### src/hw/rtl/dtsf_pkg.sv
package dtsf_pkg;

   // Request command codes
   typedef enum logic [1:0] {
      CMD_BYTE   = 2'd0,
      CMD_RENDER = 2'd1,
      CMD_READ   = 2'd2,
      CMD_NONE   = 2'd3
   } cmd_type;

   // Fixed field widths
   localparam int ROW_W   = 3;   // ring row number, up to 8 rows
   localparam int COL_W   = 4;   // cell column index, up to 16 columns
   localparam int CURC_W  = 5;   // column cursor, can reach COLS itself
   localparam int WIDX_W  = 7;   // write index cursor
   localparam int CODE_W  = 4;   // cell code
   localparam int BYTE_W  = 8;
   localparam int STEP_W  = 3;   // draw step within one cell

   // Cell codes and serial characters
   localparam logic [CODE_W-1:0] BLANK_CODE = 4'd11;
   localparam logic [CODE_W-1:0] LAST_DIGIT = 4'd9;
   localparam logic [CODE_W-1:0] DIGIT_ONE  = 4'd1;
   localparam logic [BYTE_W-1:0] CHAR_NL    = 8'h0A;
   localparam logic [BYTE_W-1:0] CHAR_SPACE = 8'h20;
   localparam logic [BYTE_W-1:0] CHAR_ZERO  = 8'h30;
   localparam logic [BYTE_W-1:0] CHAR_NINE  = 8'h39;

   // Screen geometry: cell center = ORIGIN + ROW_STRIDE*row - CELL_STRIDE*col
   localparam int ORIGIN      = 290 + 60 - 256;
   localparam int ROW_STRIDE  = 128;
   localparam int CELL_STRIDE = 4;
   localparam int HALF_SPAN   = 2;   // glyph reaches center+2 down to center-2
   localparam int LAST_STEP   = 4;   // five draw steps per cell
   localparam int CENTER_STEP = 2;

   // Text grid control from the sequencer
   typedef struct packed {
      logic                   byte_en;
      logic [BYTE_W-1:0]      byte_val;
      logic                   rd_en;
      logic [ROW_W-1:0]       rd_row;
      logic [COL_W-1:0]       rd_col;
   } grid_req_type;

   // Text grid status back to the sequencer
   typedef struct packed {
      logic [CODE_W-1:0]      code;
      logic [ROW_W-1:0]       head_row;
   } grid_rsp_type;

   // 3x5 digit font; col 0 lands at center+1, col 2 at center-1
   function automatic logic [BYTE_W-1:0] font_col(input logic [CODE_W-1:0] code,
                                                  input logic [1:0] col);
      logic [4:0] c0;
      logic [4:0] c1;
      logic [4:0] c2;
      logic [4:0] sel;
      c0 = 5'h00;
      c1 = 5'h00;
      c2 = 5'h00;
      unique case (code)
         4'd0:    begin c0 = 5'h1F; c1 = 5'h11; c2 = 5'h1F; end
         4'd1:    begin c0 = 5'h10; c1 = 5'h1F; c2 = 5'h00; end
         4'd2:    begin c0 = 5'h17; c1 = 5'h15; c2 = 5'h1D; end
         4'd3:    begin c0 = 5'h15; c1 = 5'h15; c2 = 5'h1F; end
         4'd4:    begin c0 = 5'h1C; c1 = 5'h04; c2 = 5'h1F; end
         4'd5:    begin c0 = 5'h1D; c1 = 5'h15; c2 = 5'h17; end
         4'd6:    begin c0 = 5'h1F; c1 = 5'h05; c2 = 5'h07; end
         4'd7:    begin c0 = 5'h10; c1 = 5'h10; c2 = 5'h1F; end
         4'd8:    begin c0 = 5'h1F; c1 = 5'h15; c2 = 5'h1F; end
         4'd9:    begin c0 = 5'h1C; c1 = 5'h14; c2 = 5'h1F; end
         default: begin c0 = 5'h00; c1 = 5'h00; c2 = 5'h00; end
      endcase
      unique case (col)
         2'd0:    sel = c0;
         2'd1:    sel = c1;
         default: sel = c2;
      endcase
      return {3'b000, sel};
   endfunction

endpackage

### src/hw/rtl/dtsf_text_grid.sv
module dtsf_text_grid #(
   parameter int ROWS = 6,
   parameter int COLS = 16
) (
   input  logic                  clock,
   input  logic                  reset,
   input  dtsf_pkg::grid_req_type ctl,
   output dtsf_pkg::grid_rsp_type sts
);

   localparam int CELLS   = ROWS * COLS;
   localparam int CELL_AW = (CELLS > 1) ? $clog2(CELLS) : 1;

   logic [dtsf_pkg::CODE_W-1:0] mem [CELLS];
   logic [CELLS-1:0]            valid_ff, valid_in;
   logic [dtsf_pkg::ROW_W-1:0]  head_row_ff, head_row_in;
   logic [dtsf_pkg::CURC_W-1:0] column_ff, column_in;
   logic [dtsf_pkg::WIDX_W-1:0] write_index_ff, write_index_in;
   logic [dtsf_pkg::CODE_W-1:0] rd_data_ff;
   logic                        rd_valid_ff;

   logic                        is_nl;
   logic                        is_digit;
   logic                        is_space;
   logic                        col_open;
   logic                        idx_ok;
   logic                        cell_we;
   logic [dtsf_pkg::CODE_W-1:0] cell_wdata;
   logic [CELL_AW-1:0]          wr_idx;
   logic [CELL_AW-1:0]          rd_idx;
   logic [dtsf_pkg::ROW_W-1:0]  next_row;
   logic [dtsf_pkg::WIDX_W-1:0] row_base;

   // Decode the serial byte
   assign is_nl    = ctl.byte_en && (ctl.byte_val == dtsf_pkg::CHAR_NL);
   assign is_digit = (ctl.byte_val >= dtsf_pkg::CHAR_ZERO) &&
                     (ctl.byte_val <= dtsf_pkg::CHAR_NINE);
   assign is_space = (ctl.byte_val == dtsf_pkg::CHAR_SPACE);
   assign col_open = int'(column_ff) < COLS;
   assign idx_ok   = int'(write_index_ff) < CELLS;
   assign cell_we  = ctl.byte_en && !is_nl && col_open && idx_ok && (is_digit || is_space);
   assign cell_wdata = is_digit ? ctl.byte_val[dtsf_pkg::CODE_W-1:0] : dtsf_pkg::BLANK_CODE;
   assign wr_idx   = write_index_ff[CELL_AW-1:0];
   assign rd_idx   = CELL_AW'(int'(ctl.rd_row) * COLS + int'(ctl.rd_col));

   // Next ring row and its first cell
   assign next_row = (int'(head_row_ff) == ROWS - 1) ? '0
                     : head_row_ff + dtsf_pkg::ROW_W'(1);
   assign row_base = dtsf_pkg::WIDX_W'(int'(next_row) * COLS);

   // Cursor update
   always_comb begin
      head_row_in    = head_row_ff;
      column_in      = column_ff;
      write_index_in = write_index_ff;
      if (is_nl) begin
         head_row_in    = next_row;
         column_in      = '0;
         write_index_in = row_base;
      end else if (ctl.byte_en && col_open) begin
         column_in      = column_ff + dtsf_pkg::CURC_W'(1);
         write_index_in = write_index_ff + dtsf_pkg::WIDX_W'(1);
      end
   end

   // Valid bits: a newline blanks the new row, a stored cell becomes valid
   always_comb begin
      valid_in = valid_ff;
      for (int i = 0; i < CELLS; i++) begin
         if (is_nl && (i >= int'(row_base)) && (i < int'(row_base) + COLS)) begin
            valid_in[i] = 1'b0;
         end else if (cell_we && (int'(wr_idx) == i)) begin
            valid_in[i] = 1'b1;
         end
      end
   end

   always_ff @(posedge clock) begin
      if (reset) begin
         valid_ff       <= '0;
         head_row_ff    <= '0;
         column_ff      <= '0;
         write_index_ff <= '0;
      end else begin
         valid_ff       <= valid_in;
         head_row_ff    <= head_row_in;
         column_ff      <= column_in;
         write_index_ff <= write_index_in;
      end
   end

   // Cell memory, registered read for the renderer
   always_ff @(posedge clock) begin
      if (cell_we) begin
         mem[wr_idx] <= cell_wdata;
      end
      if (ctl.rd_en) begin
         rd_data_ff  <= mem[rd_idx];
         rd_valid_ff <= valid_ff[rd_idx];
      end
   end

   // A cell never written since its row was cleared reads blank
   assign sts.code     = rd_valid_ff ? rd_data_ff : dtsf_pkg::BLANK_CODE;
   assign sts.head_row = head_row_ff;

endmodule

### config.mk
export PLATFORM = sky130hd
export DESIGN_NAME = dtsf_text_grid
export DESIGN_NICKNAME = d
export VERILOG_FILES = /design/src/hw/rtl/dtsf_pkg.sv /design/src/hw/rtl/dtsf_text_grid.sv
export SDC_FILE = /design/constraint.sdc
export NUM_CORES = 1
export LEC_CHECK = 0
export ABC_CLOCK_PERIOD_IN_PS = 5250
export BUFFER_PORTS_ARGS = -buffer_cell sky130_fd_sc_hd__clkbuf_2
export CAP_MARGIN = 20
export CORE_UTILIZATION = 45
export CTS_CLUSTER_SIZE = 25
export DETAILED_ROUTE_END_ITERATION = 8
export HOLD_SLACK_MARGIN = 0.06
export PLACE_DENSITY = 0.7
export SETUP_SLACK_MARGIN = 0.5
export SYNTH_ARGS = -nofsm -noshare
export SYNTH_HDL_FRONTEND = slang
export SYNTH_SLANG_ARGS = --single-unit
export TNS_END_PERCENT = 5
### constraint.sdc
create_clock -name clock -period 5.25 [get_ports clock]
set_input_delay 0 -clock clock [delete_from_list [all_inputs] [get_ports clock]]
set_output_delay 0 -clock clock [all_outputs]
set_load 0.01 [all_outputs]
Word-level counts from Yosys, hierarchy flattened
Memory sizes are Yosys's and may differ from the RTL's. A register that Yosys moved wholly into a read port is not among the register bits.
Index checks and enable logic that the tools add are counted.
W data, S select, Z words.

storage, ports and cells
  register bits = 112
  memory bits (writable) = 384
  logic and storage cells = 807
  memories = 1

operators by class
  $add $sub $neg = 5
  $lt $le $gt $ge = 197
  equality and inequality tests = 98
  multiplexer cells = 9
  reduce and logical (&&, ||, !) cells = 396

memories
  name  depth  width  read ports  clocked after Yosys merged registers in  wr ports  line                  text
  mem   96     4      1           1                                        1         dtsf_text_grid.sv:14  logic [dtsf_pkg::CODE_W-1:0] mem [CELLS];

operator list
  operator               count
  $lt A7 B32 Y1 const A  32
  $lt A8 B32 Y1 const A  31
  $lt A6 B32 Y1 const A  16
  $eq A7 B7 Y1 const B   64
  $logic_and A1 B1 Y1    295
  $lt A5 B32 Y1 const A  8
  $ge A6 B7 Y1 const A   32
  $ge A7 B7 Y1 const A   32
  $reduce_or A2 Y1       97
  $lt A4 B32 Y1 const A  4
  $eq A7 B6 Y1 const B   16
  $ge A5 B7 Y1 const A   16
  $lt A3 B32 Y1 const A  2
  $eq A7 B5 Y1 const B   8
  $ge A4 B7 Y1 const A   8
  $lt A1 B32 Y1 const A  1
  $lt A2 B32 Y1 const A  1
  $eq A7 B4 Y1 const B   4
  $ge A3 B7 Y1 const A   4
  $eq A7 B3 Y1 const B   2
  $ge A1 B7 Y1 const A   2
  $ge A2 B7 Y1 const A   2
  $mux W7                2
  $add A7 B5 Y8 const B  1
  22 further kinds       25

Logic depth before layout (Yosys ltp)
Gate-level depths: netlist (run 1).

  word-level depth = 9
  depth in mapped cells = 10
  depth with buffers taken out = 7

Worst setup path before layout (run 1)
Ideal clock, no wire load.

  path type = input port to flip-flop
  start = in ctl[14] in the netlist's numbering
  end = mem mem[0][2] in the netlist's numbering, data pin
  library setup time = 0.646 ns
  data arrival time = 4.648 ns
  data required time = 4.604 ns
  path slack = -0.044 ns
  stages = 3
  buffers on the path = 0
  path through = nor2_1 -> nand4b_1 -> nor2_1

on the way
  cells in the longest elaborated chain, start to end = 3

RTL lines
  item                                                 line                                        text
  start: declaration                                   dtsf_text_grid.sv:7                         input dtsf_pkg::grid_req_type ctl,
  $ge A8 B6 Y1 / $le A8 B6 Y1 (equally long branches)  dtsf_text_grid.sv:36, dtsf_text_grid.sv:37
  $logic_and A1 B1 Y1 *                                dtsf_text_grid.sv:36                        assign is_digit = (ctl.byte_val >= dtsf_pkg::CHAR_ZERO) &&
  $mux W4 *                                            dtsf_text_grid.sv:42                        assign cell_wdata = is_digit ? ctl.byte_val[dtsf_pkg::CODE_W-1:0] : dtsf_pkg::BLANK_CODE;
  named net cell_wdata (one bit)                       dtsf_text_grid.sv:28                        logic [dtsf_pkg::CODE_W-1:0] cell_wdata;
  end: declaration                                     dtsf_text_grid.sv:14

Mark *: on every way through the listed nets, which the timed path passes. The rest lies on a longest branch.

Worst setup path in the final report (run 1)
  start = in ctl[10] in the netlist's numbering
  end = mem mem[84][0] in the netlist's numbering, enable pin

on the way
  cells in the longest elaborated chain, start to end = 9

RTL lines
  item                                                  line                  text
  branches (longest 6 deep; another with $ge A8 B6 Y1)  -
  $logic_and A1 B1 Y1 *                                 dtsf_text_grid.sv:41  assign cell_we = ctl.byte_en && !is_nl && col_open && idx_ok && (is_digit || is_space);
  $mux W1 *                                             dtsf_text_grid.sv:94  if (cell_we) begin
  $mux W1 (not written as such) *                       dtsf_text_grid.sv:95  mem[wr_idx] <= cell_wdata;

Every way passes the cells marked *.

==> metrics.md, run 1 <==
| Metric | Value |
|---|---|
| MaxCap Viol Count | 0 |
| Period utilization | 0.576 |
| Peak Freq | 331 MHz |
| Worst setup path start | ctl[10] |
| RD Place Congestion | 0.841 |
| Grt ovf | 0 |
| Status | finished clean |
| CTS Buf Count | 50 |
| Post-synth top cells | edfxtp_1, nor2_1, mux4_2 |
| DR iter-0 viols | 1177 |
| Max FO, Critical Path | 12 |
| Register area share after synthesis | 0.679 |
| Setup Total Neg Slack | 0 ns |
| Post-synthesis register bit count | 500 |
| Net count, final | 1354 |
| Area of the multi-input gates | just over 6000 µm² |
| Worst-case vdd ir drop | about 270 µV |
| Reg area | 13900 µm² |
| Antenna cell count | 0 |
| HP Class | in2reg |
| Fin crit period | slightly above 3 ns |
| Worst setup SP type | primary input |
| Metal2 WL | 23400 µm |
| Met3 WL | 3280 µm |
| Netlist cell types | 62 |
| Wire length of the first global-routing pass | 73000 µm |
| Post-synth ARST share | 0 |
| ANT nets after route | 0 |
| Most numerous cell in the Yosys netlist | edfxtp_1 |
| Core area | ~45000 µm² |
| Max Buffers Root-to-Sink | 3 |
| Source of the worst hold timing path | ctl[8] |
| Pre-Repair DR Iteration Count | 5 |
| DR top layer | met4 |
| Post-Route M1 WL | 19500 µm |
| DP Cell Count | 1863 |
| Post-synth EDFFs | 389 |
| CTS tree | built |
| Vias in the first global route | 11.7k |
| Gate Count Post-Synth | roughly 1.3k |
| Die Height | approximately 220 µm |
| Critical path class | in2reg |
| Post-route insts no fill | 1961 |
| Layout overhead on the synthesized area | 11.7% |
| Proportion of layout cells with a drive suffix above 1 | 0.199 |
| Row Count | 77 |
| Pin count of the biggest net entering global routing | 98 |
| PostCTS Resize Cnt | 0 |
| Initial antenna violation count | 0 |
| Relative slew slack | 0.249 |
| Post-synth top area share | 0.571 |
| Synth warn | 0 |
| Die area | 46300 µm² |
| Fillers | approximately 3.7k |
| DR WL/cell | between 20 and 25 µm |
| RSZ-0062 raised after global routing | false |
| CP required | about 5.5 ns |
| Area contributors post-synth | edfxtp_1, mux4_2, dfxtp_1 |
| Syn Area/Cell | 15.7 µm² |
| Clock root buffer | clkbuf_16 |
| Setup violations, final | 0 |
| Input/output buffers | 25 |
| Mapped Area | 20500 µm² |
| Mapped Nets | 1328 |
| Routed WL | approximately 47000 µm |
| RR Startpoint | wr_idx[6]$_SDFFE_PP0P_ |
| Total GRT Usage | 0.210 |
| Clock slew seen by the registers of the worst setup and hold paths | about 0.06 ns |
| H-tree depth | 2 |
| Vias per inst | 5.85 |
| Dominant synthesized flop cell | edfxtp_1 |
| Setup crit end kind | flop |
| Vias | 11.5k |
| Die Span X | 215 µm |
| Power Dens Cells | 358 nW/µm² |
| Yosys top cell by area | edfxtp_1 |
| Worst skew pair latency | 0.59 ns |
| Hold Violations, Final | 0 |
| # IOs | 26 |
| Crit path DAT | 3.25 ns |
| Initial core utilization | 0.460 |
| LEAKAGE | 7.70 nW |
| Slew at the pin closest to its max-slew limit | 1.13 ns |
| Clock skew | 0.0264 ns |
| Post-DP HPWL | 29200 µm |
| DR DRC count | 0 |
| Max-slew violations | 0 |
| # clock sinks | 500 |
[state kept, by name, indices dropped and copies added (netlist names)]
signal	cells
head_row_ff	3
valid_ff	96
rd_valid_ff	1
column_ff	5
mem	384
rd_data_ff	4
wr_idx	7
[final cells by class]
class / count / area share
clock inverters: 31 / 0.0156
repair buffers: 52 / 0.0155
clock buffers: 62 / 0.0581
multi-input cells: 713 / 0.269
well taps: 592 / 0.0324
inverters: 11 / 0.00181
flip-flops and latches: 500 / 0.608
[path summary, 6_finish.rpt]
path | slack (ns) | cells past startpoint | end
setup / recovery | 2.23 | 7 | mem[84][0]$_DFFE_PP_
hold reg to reg | 0.46 | 1 | valid_ff[75]$_SDFFE_PP0P_
setup reg to reg | 2.27 | 4 | mem[84][0]$_DFFE_PP_
hold / removal | 0.11 | 5 | wr_idx[4]$_SDFFE_PP0P_
[power breakdown]
part           total (W)  switching [W]  internal (W)
Combinational   0.000311       0.000193      0.000118
Sequential       0.00423     0.00000733       0.00423
Clock            0.00364        0.00150       0.00215
[repair_timing]
action / in CTS / in global routing
hold endpoints to repair: 61 / 0
setup endpoints to repair: 0 / 0
buffers inserted: 0 / 0
hold buffers: 5 / 0
[worst max-delay path, cell delays in order]
cell,delay (ns)
dlygate4sd3_1,0.53
clkbuf_2,0.14
o21ai_0,0.21
nand4_2,0.44
a2111oi_4,0.51
nand3_1,0.81
nor2_1,0.61
[layer usage]
metal  global-route usage  vias to the layer above
met1                0.291                     5882
met4               0.0634                        0
met3               0.0297                       81
met5                    0                        -
met2                0.345                      447
li1                     -                     5070
[through the flow]
stage	setup WS (ns)	utilization	hold WS, ns	power [W]	instance area, µm²
floorplan	0.0203	-	0.112	0.00453	20500
global route	1.97	0.514	0.136	0.00840	22900
CTS	2.18	0.514	0.0766	0.00823	22900
detailed placement	2.03	0.475	0.300	0.00463	21100
finish	2.23	0.514	0.112	0.00819	22900
global placement	2.15	0.475	0.294	0.00463	21100
[cells by family after synthesis]
family | after synthesis | share of synthesized area
flip-flops | 500 | 0.679
AND/OR/NAND/NOR | 380 | 0.0831
buffers and inverters | 89 | 0.0217
XOR/XNOR | 8 | 0.00342
adder cells (fa/ha/maj) | 7 | 0.00428
AO/OA/AOI/OAI | 170 | 0.0585
multiplexers | 148 | 0.150
[cell usage in the layout, fill, tap and decap left out, types with 15 or more instances in the layout]
master / count
edfxtp_1: 389
nor2_1: 220
mux4_2: 126
dfxtp_1: 111
a21oi_1: 75
nand2_1: 54
clkbuf_16: 51
o21a_1: 31
nand3_1: 28
buf_4: 23
clkbuf_2: 22
mux2i_1: 17
nor2b_1: 16
and2_1: 15
a22oi_1: 15
Note: power is estimated with default switching activity, not from simulation.
==> inputs of run 2 (changes only) <==
ABC_CLOCK_PERIOD_IN_PS = 2900   (was 5250)
PLACE_DENSITY = 0.68   (was 0.7)
clock period = 2.9 ns   (was 5.25 ns; I/O delays follow)
==> metrics.md, run 2 (synthesis results as in run 1) <==
| Metric | Value |
|---|---|
| Status | finished clean |
| Die Height | ~220 µm |
| HP Class | in2reg |
| Fillers | 3632 |
| Routed WL | 47700 µm |
| Post-DP HPWL | 30700 µm |
| Max FO, Critical Path | 13 |
| Vias in the first global route | about 12k |
| Reg power frac | 0.529 |
| Antenna cell count | 0 |
| Wire length of the first global-routing pass | 73000 µm |
| Clock skew | about 0.017 ns |
| Core area | 44500 µm² |
| Max-slew violations | 0 |
| Most frequent cells in the layout | edfxtp_1, nor2_1, mux4_2 |
| Layout overhead on the synthesized area | 12.6% |
| Crit path DAT | between 2 and 3 ns |
| Hold Violations, Final | 0 |
| Relative slew slack | 0.310 |
| Max Buffers Root-to-Sink | 3 |
| Area of the multi-input gates | 6150 µm² |
| P_int | 0.0115 W |
| DR iter-0 viols | ~1.3k |
| Sw Share | 0.206 |
| Reg area | 13900 µm² |
| Power Dens Cells | ~630 nW/µm² |
| Pin count of the biggest net entering global routing | 97 |
| CTS tree | built |
| Worst setup SP type | flop |
| Initial antenna violation count | 0 |
| Slew at the pin closest to its max-slew limit | 1.04 ns |
| Clock share of power | 0.431 |
| LEAKAGE | 7.82 nW |
| Peak Freq | 427 MHz |
| Largest reg by FF count | mem |
| Cell breakdown of the critical path | nand2b_1 > a31o_2 > a2111oi_4 > nand2_1 > buf_4 > nor2_1 |
| Setup repair bufs after CTS | 0 |
| CP max-delay cell | nor2_1 |
| Clock slew seen by the registers of the worst setup and hold paths | 0.06 ns |
| CP delay by family, top | compound AO/OA/AOI/OAI gates |
| Proportion of layout cells with a drive suffix above 1 | 0.214 |
| Die Span X | 215 µm |
| Initial core utilization | 0.460 |
| H-tree depth | 2 |
| Logic pwr share | 0.040 |
| Setup crit end kind | flop |
| CTS Buf Count | a little under 50 |
| Setup violations, final | 0 |
| Pre-CTS WS | 0.471 ns |
| Setup Total Neg Slack | 0 ns |
| Grt ovf | 0 |
| ANT nets after route | 0 |
| Total GRT Usage | 0.210 |
| # IOs | 26 |
| Critical path class | reg2reg |
| Worst-case vdd ir drop | 415 µV |
| DR WL/cell | around 24 µm |
| MaxCap Viol Count | 0 |
| Max reg flops | between 300 and 400 |
| RD Place Congestion | 0.841 |
| Final WS setup | 0.560 ns |
| Sw power | 0.00298 W |
| # clock sinks | 500 |
| Commonest non-fill, non-tap cell in the layout | edfxtp_1 |
| Clock root buffer | clkbuf_16 |
| Crit-path max cell delay | approximately 0.42 ns |
| CP required | approximately 3.1 ns |
| Row Count | 77 |
| Power Total | 0.0145 W |
| Die area | 46300 µm² |
| Fin crit period | 2.34 ns |
| Vias | 11.8k |
| Pre-Repair DR Iteration Count | 5 |
| RSZ-0062 raised after global routing | true |
| Period utilization | 0.807 |
| Net count, final | 1386 |
| DR DRC count | 0 |
| Worst skew pair latency | 0.57 ns |
| Vias per inst | 5.94 |
| Buf/Inv on CP | 1 |
| Input/output buffers | 25 |
==> run 2: changes by cell type in the layout (fill, tap and decap cells not counted), sizes merged <==
cell         delta
bufinv          -1
clkbuf          -1
buf            +34
dlygate4sd3     -1
clkinvlp        -1
clkinv          -5
inv             +2
==> run 2: final timing paths <==
| kind | start | endpoint | slack (ns) | cells after the start |
|---|---|---|---|---|
| setup reg to reg | column_ff[4]$_SDFFE_PP0P_ | mem[64][3]$_DFFE_PP_ | 0.56 | 6 |
| setup / recovery | column_ff[4]$_SDFFE_PP0P_ | mem[64][3]$_DFFE_PP_ | 0.56 | 6 |
| hold / removal | ctl[8] | valid_ff[64]$_SDFFE_PP0P_ | 0.08 | 5 |
| hold reg to reg | valid_ff[73]$_SDFFE_PP0P_ | valid_ff[73]$_SDFFE_PP0P_ | 0.46 | 1 |
==> run 2: power groups by stage <==
stage	logic (W)	registers [W]	clock network, W
2_1_floorplan	0.000390	0.00782	0
3_3_place_gp	0.000575	0.00782	0
3_5_place_dp	0.000581	0.00782	0
4_1_cts	0.000588	0.00767	0.00631
5_1_grt	0.000626	0.00766	0.00659
6_report	0.000584	0.00767	0.00625
==> run 2: area by class of cell <==
type | count | share of cell area
clock buffer | 61 | 0.0552
timing repair buffer | 85 | 0.0288
inverter | 11 | 0.00179
multi-input combinational | 713 | 0.267
clock inverter | 26 | 0.0121
tap | 592 | 0.0321
sequential | 500 | 0.603
==> run 2: metal layers <==
metal  part of all wire  vias up  track usage
li1                   -     5133            -
met1               0.43     6043        0.303
met2               0.48      560        0.338
met3              0.079       68       0.0279
met5                  0        -            0
met4              0.020        0       0.0508
==> run 2: what timing repair did <==
action	in CTS	in global routing
resized for setup	1	1
cloned	0	0
hold buffers	4	0
hold endpoints to repair	26	0
endpoints found under the setup margin	8	94
==> run 2: tightest hold or removal path: stages <==
cell and delay (ns):
clkbuf_2 0.11, nor4_4 0.06, nand4_2 0.08, buf_4 0.16, o221a_2 0.19
==> run 2: through the flow <==
step                utilization  hold WS [ns]  cells  cell area (µm²)
floorplan                     -         0.112   1302            20500
global placement          0.482         0.331   1896            21400
detailed placement        0.482         0.339   1897            21400
CTS                       0.518        0.0627   1988            23000
global route              0.518        0.0968   1988            23000
finish                    0.518        0.0833   1988            23000
